--- src/sv/dcc_pkg.sv ---
// shared types and constants for the dcc bit waveform sender
// no dependencies
package dcc_pkg;

    // sending phase of the line driver
    typedef enum logic [1:0] {
        PH_IDLE = 2'd0,
        PH_PRE  = 2'd1,
        PH_HIGH = 2'd2,
        PH_LOW  = 2'd3
    } phase_t;

    // input word kinds
    localparam logic KIND_TICK  = 1'b0;
    localparam logic KIND_START = 1'b1;

    // register map, index = paddr[3:2]
    typedef enum logic [1:0] {
        REG_ONE_HALF  = 2'd0,
        REG_ZERO_HALF = 2'd1,
        REG_PREAMBLE  = 2'd2,
        REG_UNUSED    = 2'd3
    } reg_idx_t;

    localparam int CFG_W    = 16;
    localparam int APB_DW   = 32;
    localparam int APB_AW   = 4;
    localparam int MSG_W    = 64;
    localparam int BCNT_W   = 7;

    localparam logic [CFG_W-1:0] ONE_HALF_RST  = 16'd58;
    localparam logic [CFG_W-1:0] ZERO_HALF_RST = 16'd100;
    localparam logic [CFG_W-1:0] PREAMBLE_RST  = 16'd500;

endpackage

--- src/sv/dcc_bit_waveform_sender_top.sv ---
// dcc bit waveform sender: pulse waveform generator for one output line
// depends on dcc_pkg
//
// usage
// - input channel (in_valid/in_ready) carries one word per tick or start:
//   kind = 0 advances time by one tick, kind = 1 loads message and bit_count
//   and starts a frame (preamble low, then bits msb first, then final high)
// - output channel (out_valid/out_ready) returns exactly one result word per
//   input word: line_level, busy_res, start_rejected, frame_done
// - the result is registered: the result of a word accepted at a clock edge is
//   shown from that edge on and held until taken
// - throughput is one word per cycle while results are taken; the state
//   update is a single pass (one counter decrement, one shift, one compare)
//   from the state registers to the result register
// - in_ready stays high while the result register is empty or being taken;
//   while a result word waits on a stalled receiver, in_ready is low and no
//   further word is taken
// - a start while busy is dropped and flagged by start_rejected
// - apb port: one_half_ticks at 0x0, zero_half_ticks at 0x4,
//   preamble_ticks at 0x8; pready is tied high; write only while idle
// - reset clears the phase to idle, the line to low, the result register
//   to empty and the registers to 58 / 100 / 500
module dcc_bit_waveform_sender_top
    import dcc_pkg::*;
#(
    parameter int MAX_BITS    = 64,
    parameter int COUNT_WIDTH = 16
)
(
    input  logic                 clk,
    input  logic                 rst_n,
    // input words
    input  logic                 in_valid,
    output logic                 in_ready,
    input  logic                 kind,
    input  logic [MSG_W-1:0]     message,
    input  logic [BCNT_W-1:0]    bit_count,
    // result words
    output logic                 out_valid,
    input  logic                 out_ready,
    output logic                 line_level,
    output logic                 busy_res,
    output logic                 start_rejected,
    output logic                 frame_done,
    // register port
    input  logic                 psel,
    input  logic                 penable,
    input  logic                 pwrite,
    input  logic [APB_AW-1:0]    paddr,
    input  logic [APB_DW-1:0]    pwdata,
    output logic [APB_DW-1:0]    prdata,
    output logic                 pready
);

    localparam int BL_W = $clog2(MAX_BITS + 1);
    localparam logic [31:0] CNT_MAX = 32'((64'd1 << COUNT_WIDTH) - 64'd1);

    // configuration registers
    logic [CFG_W-1:0] one_half_reg;
    logic [CFG_W-1:0] zero_half_reg;
    logic [CFG_W-1:0] preamble_reg;

    // sender state
    phase_t                 phase_reg,  phase_next;
    logic [MAX_BITS-1:0]    shift_reg,  shift_next;
    logic [BL_W-1:0]        bits_reg,   bits_next;
    logic [COUNT_WIDTH-1:0] tc_reg,     tc_next;
    logic [COUNT_WIDTH-1:0] half_reg,   half_next;
    logic                   level_reg,  level_next;

    // result register
    logic out_valid_reg;
    logic line_level_reg, line_level_next;
    logic busy_reg,       busy_next;
    logic rejected_reg,   rejected_next;
    logic done_reg,       done_next;

    logic                   accept;
    logic                   cfg_wr;
    reg_idx_t               cfg_idx;
    logic [COUNT_WIDTH-1:0] fit_one;
    logic [COUNT_WIDTH-1:0] fit_zero;
    logic [COUNT_WIDTH-1:0] fit_pre;
    logic [COUNT_WIDTH-1:0] tc_dec;
    logic                   seg_end;

    // duration fit: zero counts as one tick, larger than the counter saturates
    function automatic logic [COUNT_WIDTH-1:0] fit_count(input logic [CFG_W-1:0] v);
        logic [31:0] w;
        w = {{(32-CFG_W){1'b0}}, v};
        if (w == 32'd0)
            w = 32'd1;
        else if (w > CNT_MAX)
            w = CNT_MAX;
        return w[COUNT_WIDTH-1:0];
    endfunction

    assign fit_one  = fit_count(one_half_reg);
    assign fit_zero = fit_count(zero_half_reg);
    assign fit_pre  = fit_count(preamble_reg);

    // handshakes: the result register frees up in the cycle it is taken
    assign in_ready = !out_valid_reg || out_ready;
    assign accept   = in_valid && in_ready;

    // tick countdown, floored at zero
    assign tc_dec  = (tc_reg != '0) ? tc_reg - COUNT_WIDTH'(1) : '0;
    assign seg_end = (tc_dec == '0);

    // ---------------------------------------------------------------
    // register port
    // ---------------------------------------------------------------
    assign pready  = 1'b1;
    assign cfg_wr  = psel && penable && pwrite && pready;
    assign cfg_idx = reg_idx_t'(paddr[3:2]);

    always_comb
    begin
        case (cfg_idx)
            REG_ONE_HALF:  prdata = {{(APB_DW-CFG_W){1'b0}}, one_half_reg};
            REG_ZERO_HALF: prdata = {{(APB_DW-CFG_W){1'b0}}, zero_half_reg};
            REG_PREAMBLE:  prdata = {{(APB_DW-CFG_W){1'b0}}, preamble_reg};
            default:       prdata = '0;
        endcase
    end

    always_ff @(posedge clk or negedge rst_n)
    begin
        if (!rst_n)
        begin
            one_half_reg  <= ONE_HALF_RST;
            zero_half_reg <= ZERO_HALF_RST;
            preamble_reg  <= PREAMBLE_RST;
        end
        else if (cfg_wr)
        begin
            case (cfg_idx)
                REG_ONE_HALF:  one_half_reg  <= pwdata[CFG_W-1:0];
                REG_ZERO_HALF: zero_half_reg <= pwdata[CFG_W-1:0];
                REG_PREAMBLE:  preamble_reg  <= pwdata[CFG_W-1:0];
                default:       ;
            endcase
        end
    end

    // ---------------------------------------------------------------
    // next state of the sender for the word at the input
    // ---------------------------------------------------------------
    always_comb
    begin
        phase_next = phase_reg;
        shift_next = shift_reg;
        bits_next  = bits_reg;
        tc_next    = tc_reg;
        half_next  = half_reg;
        level_next = level_reg;

        if (kind == KIND_START)
        begin
            // a start while busy leaves everything as is
            if (phase_reg == PH_IDLE)
            begin
                shift_next = message[MSG_W-1 -: MAX_BITS];
                if (32'(bit_count) > 32'(MAX_BITS))
                    bits_next = BL_W'(MAX_BITS);
                else
                    bits_next = BL_W'(bit_count);
                level_next = 1'b0;
                phase_next = PH_PRE;
                tc_next    = fit_pre;
            end
        end
        else if (phase_reg != PH_IDLE)
        begin
            tc_next = tc_dec;
            if (seg_end)
            begin
                if (phase_reg == PH_HIGH)
                begin
                    // second half of the bit
                    level_next = 1'b0;
                    phase_next = PH_LOW;
                    tc_next    = half_reg;
                end
                else if (bits_reg == '0)
                begin
                    // final high level, frame ends
                    level_next = 1'b1;
                    phase_next = PH_IDLE;
                    tc_next    = '0;
                end
                else
                begin
                    // next bit, msb first
                    half_next  = shift_reg[MAX_BITS-1] ? fit_one : fit_zero;
                    tc_next    = shift_reg[MAX_BITS-1] ? fit_one : fit_zero;
                    shift_next = {shift_reg[MAX_BITS-2:0], 1'b0};
                    bits_next  = bits_reg - BL_W'(1);
                    level_next = 1'b1;
                    phase_next = PH_HIGH;
                end
            end
        end
    end

    // ---------------------------------------------------------------
    // result word for the word at the input
    // ---------------------------------------------------------------
    always_comb
    begin
        line_level_next = level_next;
        busy_next       = (phase_next != PH_IDLE);
        rejected_next   = (kind == KIND_START) && (phase_reg != PH_IDLE);
        done_next       = (kind == KIND_TICK) && (phase_reg != PH_IDLE) && seg_end
                          && (phase_reg != PH_HIGH) && (bits_reg == '0);
    end

    // state advances only on an accepted word
    always_ff @(posedge clk or negedge rst_n)
    begin
        if (!rst_n)
        begin
            phase_reg <= PH_IDLE;
            shift_reg <= '0;
            bits_reg  <= '0;
            tc_reg    <= '0;
            half_reg  <= '0;
            level_reg <= 1'b0;
        end
        else if (accept)
        begin
            phase_reg <= phase_next;
            shift_reg <= shift_next;
            bits_reg  <= bits_next;
            tc_reg    <= tc_next;
            half_reg  <= half_next;
            level_reg <= level_next;
        end
    end

    // result register: loads on accept, empties when taken
    always_ff @(posedge clk or negedge rst_n)
    begin
        if (!rst_n)
            out_valid_reg <= 1'b0;
        else if (accept)
            out_valid_reg <= 1'b1;
        else if (out_ready)
            out_valid_reg <= 1'b0;
    end

    always_ff @(posedge clk)
    begin
        if (accept)
        begin
            line_level_reg <= line_level_next;
            busy_reg       <= busy_next;
            rejected_reg   <= rejected_next;
            done_reg       <= done_next;
        end
    end

    assign out_valid      = out_valid_reg;
    assign line_level     = line_level_reg;
    assign busy_res       = busy_reg;
    assign start_rejected = rejected_reg;
    assign frame_done     = done_reg;

endmodule

--- config.mk ---
export PLATFORM = sky130hd
export DESIGN_NAME = dcc_bit_waveform_sender_top
export DESIGN_NICKNAME = d
export VERILOG_FILES = /design/src/sv/dcc_pkg.sv /design/src/sv/dcc_bit_waveform_sender_top.sv
export SDC_FILE = /design/constraint.sdc
export NUM_CORES = 1
export LEC_CHECK = 0
export BUFFER_PORTS_ARGS = -buffer_cell sky130_fd_sc_hd__buf_2
export CORE_MARGIN = 2
export CORE_UTILIZATION = 40
export DETAILED_ROUTE_END_ITERATION = 6
export GPL_ROUTABILITY_DRIVEN = 0
export MAX_ROUTING_LAYER = met4
export PLACE_DENSITY = 0.63
export SYNTH_ARGS = -nofsm -noshare
export SYNTH_HDL_FRONTEND = slang
export SYNTH_SLANG_ARGS = --single-unit
--- constraint.sdc ---
create_clock -name clk -period 5 [get_ports clk]
set_input_delay 0.75 -clock clk [delete_from_list [all_inputs] [get_ports clk]]
set_output_delay 0.75 -clock clk [all_outputs]
set_load 0.1 [all_outputs]
==> summary.txt, run 1 <==
Status
  – Status: complete, no violations

Setup path
  – Worst-path cell chain: inv_1, ha_1, or4b_1, nor4_1, xnor2_1, nand4_1, a2111o_1, a21oi_4, buf_12, o21ai_1, a32o_1
  – Worst Setup End Kind: flip-flop
  – Reg2reg end: bits_reg[6]
  – CP arrival: between 4 and 5 ns
  – Reg-to-Reg Start: tc_reg[0]
  – Type of origin of the critical path: flip-flop
  – Flop-to-flop setup slack: 1.30 ns
  – Worst Setup Path Type: reg2reg
  – Crit Path Max Fanout: 138
  – CP max stage cell: or4b_1
  – Max stage delay on crit path: about 0.6 ns
  – Required @ worst endpoint: approximately 5.3 ns
  – FF-to-FF path depth: 11

Synth
  – Mapped Area: 8308 sq um
  – Post-synthesis xor/xnor area fraction: 0.004217
  – Top_reg_cell synth: dfrtp_1
  – FF+latch count, synth: 159
  – Cell with the most instances after synthesis: dfrtp_1
  – Main combinational cell family by area after synthesis: multiplexers
  – Post-synthesis adder-cell area fraction: 0.006024
  – Post-synth cell types: 55
  – Simple-gate share of the synthesized area: 0.1319
  – Post-synth EDFFs: 4
  – Synthesized instance count: about 840
  – Fraction of registers with async set/reset: 0.9748
  – Post-synth top cells: 142 x dfrtp_1, 107 x nor2_1, 105 x a21oi_1, 98 x mux2i_1, 52 x nand2_1
  – Top cell type's share of synthesized area: 0.4277
  – Post-synthesis compound-gate area fraction: 0.1401
  – Yosys warning count: 0
  – Sequential share of the synthesized area: 0.4833
  – Area contributors post-synth: dfrtp_1 43%, mux2i_1 12%, mux2_2 6.5%
  – Mean Syn Cell Area: between 9 and 10 sq um
  – Yosys top cell by area: dfrtp_1
  – Post-synthesis mux area share: 0.1831

CTS
  – CTS tree: yes
  – # clock sinks: 159
  – Clk buf depth: 2
  – Worst-path clk slew: ~0.070 ns
  – Post-CTS sizing: 0
  – Postcts setup bufs: 0
  – Total CTS buffers: 17
  – Root buf cell: clkbuf_16
  – Hold-fix buffers, CTS: 0
  – CTS H-Tree Depth: 4
  – Worst-skew pair later-pin latency: 0.43 ns

Detailed routing
  – DRT Pass-1 Iters: 5
  – Vias per inst: between 5 and 6
  – Initial DRC count: ~500
  – Residual DRC count: 0
  – Post-route ant nets: 0
  – Final wirelength: around 20 mm
  – Wire per inst: 16.60 um
  – Vias: around 6500

Global routing
  – Grt total ovfl: 0
  – Largest net degree at the start of global routing: approximately 140
  – Antenna violations before repair: 1
  – GRT Overall Usage: 0.1938
  – Vias in the first global route: roughly 6000
  – First-pass GRT wire length: between 30 and 40 mm

Floorplanning
  – Die ar.: 21940 sq um
  – Floorplan core area: 20300 sq um
  – Initial core utilization: 0.4093
  – DIE WIDTH: roughly 150 um
  – Io pins: 154
  – Placement Rows: between 50 and 60
  – Die H: between 100 and 150 um

Power and ir drop
  – P_leak: approximately 4.4 nW
  – Clock network power share: 0.351
  – Switch share: 0.3449
  – Maximum vdd drop: between 0.0003 and 0.0004 V
  – Internal Pwr Total: 2.595 mW
  – Sequential Power Share: 0.427
  – Combinational fraction of design power: 0.222
  – Psw: 1.366 mW
  – Cell Pwr Density: roughly 400 nW/um^2

STA
  – Fmax: 270.0 MHz
  – Final setup vio count: 0
  – Clock skew: approximately 0.011 ns
  – RSZ-0062 raised after global routing: false
  – Final Slew Violations: 0
  – Slew @ Worst Pin: about 1 ns
  – Tcrit/Tclk final: 0.7407
  – Minimum clock period: approximately 3.7 ns
  – Max-slew headroom: 0.3338
  – Hold Fails Final Rpt: 0
  – Final TNS setup: 0 ns

Finish
  – Layout Nets: roughly 1100
  – Final cell count without fillers: ~1200
  – Design Area, Final: approximately 9700 sq um
  – Area grow syn2layout: 16.76%
  – Max reg flops: 64
  – Layout cell share with drive strength beyond 1: 0.2466

Placement
  – HPWL after detailed placement: between 10 and 15 mm
  – Port bufs: around 120
  – Inst Count DP: around 1200
  – Placed Area: roughly 9100 sq um

Hold path
  – HP Class: in2async

Job
  – Max cap viols: 0
power groups by stage:
stage               Sequential [mW]  Combinational [mW]  Clock (mW)
global route                   1.72               0.956        1.47
floorplan                      1.64               0.702           0
detailed placement             1.71               0.878           0
CTS                            1.69               0.882        1.42
global placement               1.70               0.866           0
finish                         1.69               0.878        1.39
kinds of logic after synthesis:
group                    after synthesis
flip-flops                           159
buffers and inverters                 83
XOR/XNOR                               4
AND/OR/NAND/NOR                      242
multiplexers                         146
adder cells (fa/ha/maj)                4
AO/OA/AOI/OAI                        203
other                                  2
worst max-delay path by stage:
stage                        endpoint       from  cells after the start  slack [ns]
after floorplan            prdata[10]   paddr[2]                      4        0.39
after global placement    bits_reg[6]  tc_reg[0]                     11        1.33
after detailed placement  bits_reg[6]  tc_reg[0]                     11        1.27
after CTS                 bits_reg[6]  tc_reg[0]                     11        1.25
after global routing      bits_reg[6]  tc_reg[0]                     11        1.04
final                     bits_reg[6]  tc_reg[0]                     11        1.30
metal layers:
layer | share of wire | wire, um | GRT usage | up-vias
li1 | - | - | - | 3186
met1 | 0.47 | 9522 | 0.2697 | 3093
met2 | 0.47 | 9493 | 0.2905 | 175
met3 | 0.047 | 946 | 0.03742 | 20
met4 | 0.014 | 287 | 0.05571 | 0
met5 | 0 | 0 | - | -
worst max-delay path, delay by kind of cell, from the launching register on:
family | cells | cell delay, ns
AND/OR/NAND/NOR | 3 | 1.17
AO/OA/AOI/OAI | 4 | 1.07
buffers and inverters | 2 | 0.50
flip-flops | 1 | 0.43
adder cells (fa/ha/maj) | 1 | 0.21
XOR/XNOR | 1 | 0.19
placed cells by master, fill, tap and decap left out, types with 4 or more instances in the layout:
master	synthesis	routed
nand4_1	4	4
o21ai_0	47	47
mux2_2	48	48
nand2_1	52	52
nor4_1	14	13
or3_1	5	5
nand3_1	15	15
inv_1	10	10
nor2_1	107	106
o21ai_1	5	5
dfrtp_1	142	142
a21oi_1	105	105
or4_1	5	5
conb_1	2	17
a22oi_1	6	6
a22o_1	7	7
buf_4	25	13
clkbuf_16	0	17
clkinv_4	0	4
edfxtp_1	4	4
buf_2	10	116
dfstp_2	13	13
nor3_1	21	20
mux2i_1	98	98
o31ai_1	9	9
nor2b_1	4	4
ha_1	4	4
inv_6	0	4
area by class of cell:
type / count / area (sq um)
Inverter: 11 / 41.29
Antenna cell: 1 / 2.502
Multi-Input combinational cell: 616 / 3965
Clock inverter: 15 / 203.9
Tap cell: 270 / 337.8
Clock buffer: 17 / 425.4
Timing Repair Buffer: 131 / 709.4
Sequential cell: 159 / 4015
Fill cell: 1933 / 10600
through the flow:
step / util / setup slack [ns] / total power, mW / hold slack [ns]
after CTS: 0.4777 / 1.247 / 3.987 / 0.3841
after floorplan: - / 0.3866 / 2.337 / 0.4544
final: 0.4779 / 1.296 / 3.962 / 0.3551
after global routing: 0.4779 / 1.041 / 4.142 / 0.4114
after detailed placement: 0.4467 / 1.273 / 2.588 / 0.5028
after global placement: 0.4467 / 1.327 / 2.570 / 0.4952
Power figures use the tool's default switching activity.
==> inputs of run 2 (changes only) <==
--- a/config.mk
+++ b/config.mk
@@ -11,7 +11,7 @@
 export DETAILED_ROUTE_END_ITERATION = 6
 export GPL_ROUTABILITY_DRIVEN = 0
 export MAX_ROUTING_LAYER = met4
-export PLACE_DENSITY = 0.63
+export PLACE_DENSITY = 0.65
 export SYNTH_ARGS = -nofsm -noshare
 export SYNTH_HDL_FRONTEND = slang
 export SYNTH_SLANG_ARGS = --single-unit
==> constraint.sdc (replaced) <==
create_clock -name clk -period 3.09 [get_ports clk]
set_input_delay 0.4635 -clock clk [delete_from_list [all_inputs] [get_ports clk]]
set_output_delay 0.4635 -clock clk [all_outputs]
set_load 0.1 [all_outputs]
==> summary.txt, run 2 (synthesis gave the netlist of run 1 again) <==
Placement
  – Place WS: -0.1201 ns (-1.393 ns)
  – HPWL after detailed placement: 14.42 mm (+4.3%)
  – Port bufs: 118 (unchanged)
  – Placed Area: 9573 sq um (+5.6%)
  – Inst Count DP: 1218 (+2.6%)

Finish
  – Post-layout util: 0.5290 (+0.05110)
  – Most common cell after layout, fill and taps aside: dfrtp_1
  – Storage cell area: 4015 sq um (unchanged)
  – Ant diodes: 0 (-1)
  – Design Area, Final: 10740 sq um (+11%)
  – Fill cells: 1804 (-6.7%)
  – Layout cell share with drive strength beyond 1: 0.3521 (+0.1055)
  – Area grow syn2layout: 29.25%
  – Final cell count without fillers: 1264 (+3.6%)
  – Area of the multi-input gates: 4279 sq um (+7.9%)
  – Commonest non-fill, non-tap cells in the layout: 142 x dfrtp_1, 106 x buf_2, 98 x mux2i_1, 89 x nor2_1, 78 x a21oi_1
  – Max reg flops: 64 (unchanged)
  – Layout Nets: 1100 (+4.3%)

CTS
  – Worst-path clk slew: 0.07 ns (about the same)
  – CTS H-Tree Depth: 4 (unchanged)
  – Root buf cell: clkbuf_16
  – Clk buf depth: 2 (unchanged)
  – Worst-skew pair later-pin latency: 0.43 ns (about the same)
  – Total CTS buffers: 17 (unchanged)
  – Hold-fix buffers, CTS: 0 (unchanged)
  – CTS tree: yes
  – # clock sinks: 159 (unchanged)

Setup path
  – Crit. Startpoint: tc_reg[0]
  – CP arrival: 3.41 ns (-0.61 ns)
  – FF-to-FF path depth: 12 (+1)
  – Cell repeated most along the worst path: buf_12
  – Reg2reg end: shift_reg[43]
  – Crit Path Max Fanout: 28 (-80%)
  – Flop-to-flop setup slack: 0.03 ns (-1.27 ns)
  – Required @ worst endpoint: 3.43 ns (-1.89 ns)
  – Worst Setup End Kind: flip-flop
  – Max stage delay on crit path: 0.51 ns (-0.09 ns)
  – CP max stage cell: or4b_4
  – Type of origin of the critical path: flip-flop
  – Worst-path cell chain: inv_2, ha_4, or4b_4, nor4_4, xnor2_2, nand4_1, a2111o_1, a21oi_4, buf_12, buf_12, nor2_1, a21oi_1
  – Reg-to-Reg Start: tc_reg[0]
  – Worst Setup Path Type: reg2reg

Hold path
  – HP Class: in2async

Detailed routing
  – Initial DRC count: 504 (+2.2%)
  – Residual DRC count: 0 (unchanged)
  – Final wirelength: 22.02 mm (+8.7%)
  – Post-route ant nets: 0 (unchanged)
  – DRT Pass-1 Iters: 5 (unchanged)
  – Wire per inst: 17.42 um (+4.9%)
  – Vias per inst: 5.435 (+2.4%)
  – Vias: 6870 (+6.1%)

STA
  – RSZ-0062 raised after global routing: true
  – Final Slew Violations: 0 (unchanged)
  – Final TNS setup: 0 ns (unchanged)
  – Tcrit/Tclk final: 0.9912 (+0.2505)
  – Fmax: 326.5 MHz (+21%)
  – Minimum clock period: 3.063 ns (-0.6409 ns)
  – Hold Fails Final Rpt: 0 (unchanged)
  – Hold_ws: 0.07749 ns (-0.2776 ns)
  – Worst Slack Setup Final: 0.02722 ns (-1.269 ns)
  – Max-slew headroom: 0.3205 (-0.01325)
  – Slew @ Worst Pin: 1.019 ns (+0.02356 ns)
  – Clock skew: 0.01309 ns (+0.001658 ns)
  – Final setup vio count: 0 (unchanged)

Global routing
  – Antenna violations before repair: 0 (-1)
  – GRT Overall Usage: 0.2037 (+0.009855)
  – Largest net degree at the start of global routing: 82 (-41%)
  – Grt total ovfl: 0 (unchanged)
  – First-pass GRT wire length: 34.58 mm (+5.3%)
  – Vias in the first global route: 6664 (+8.6%)

Floorplanning
  – Die H: 148.1 um (unchanged)
  – Die ar.: 21940 sq um (unchanged)
  – Io pins: 154 (unchanged)
  – Placement Rows: 52 (unchanged)
  – Floorplan core area: 20300 sq um (unchanged)
  – Initial core utilization: 0.4093 (unchanged)
  – DIE WIDTH: 148.1 um (unchanged)

Power and ir drop
  – P_leak: 4.773 nW (+8.8%)
  – Cell Pwr Density: 622.0 nW/um^2 (+52%)
  – Maximum vdd drop: 0.0004670 V (+43%)
  – Power, Total: 6.679 mW (+69%)

Job
  – Max cap viols: 0 (unchanged)

Status
  – Status: complete, no violations
[run 2: worst max-delay path by stage]
| stage | end | depth (start not counted) |
|---|---|---|
| 6_report | shift_reg[43] | 12 |
| 5_1_grt | shift_reg[42] | 12 |
| 4_1_cts | shift_reg[43] | 12 |
| 3_5_place_dp | shift_reg[43] | 12 |
| 3_3_place_gp | shift_reg[0] | 12 |
| 2_1_floorplan | prdata[10] | 4 |
[run 2: where the power goes]
part           switching (mW)  leakage (nW)  internal [mW]  total [mW]
sequential              0.321          1.95           2.41        2.73
clock                   0.916         0.309           1.34        2.25
combinational            1.04          2.52          0.665        1.70
total                    2.27          4.77           4.41        6.68
[run 2: cell type report]
cell class	count	area share
Clock inverter	13	0.01631
Clock buffer	19	0.04218
Timing Repair Buffer	176	0.1338
Tap cell	270	0.03146
Sequential cell	159	0.3739
Multi-Input combinational cell	616	0.3985
Inverter	11	0.003845
[run 2: critical path, delay by kind of cell (launching register included)]
family                     cells  cell delay (ns)
xor gates and xnor gates       1             0.16
buffers and inverters          3             0.43
and+or+nand+nor                4             1.00
DFF                            1             0.39
adders and majority gates      1             0.13
AOI/OAI and AO/OA              3             0.85
[run 2: repair_timing]
item / in CTS / in global routing
pin swaps: 1 / 7
endpoints found under the setup margin: 85 / 90
buffers inserted: 0 / 6
resized for setup: 2 / 80
gates cloned: 0 / 8
[run 2: routing by layer]
layer	up-vias	routed length (um)	global-route usage
li1	3267	-	-
met1	3350	9973	0.2847
met2	215	10550	0.3053
met4	0	463	0.07143
met3	38	1030	0.02883
met5	-	0	-
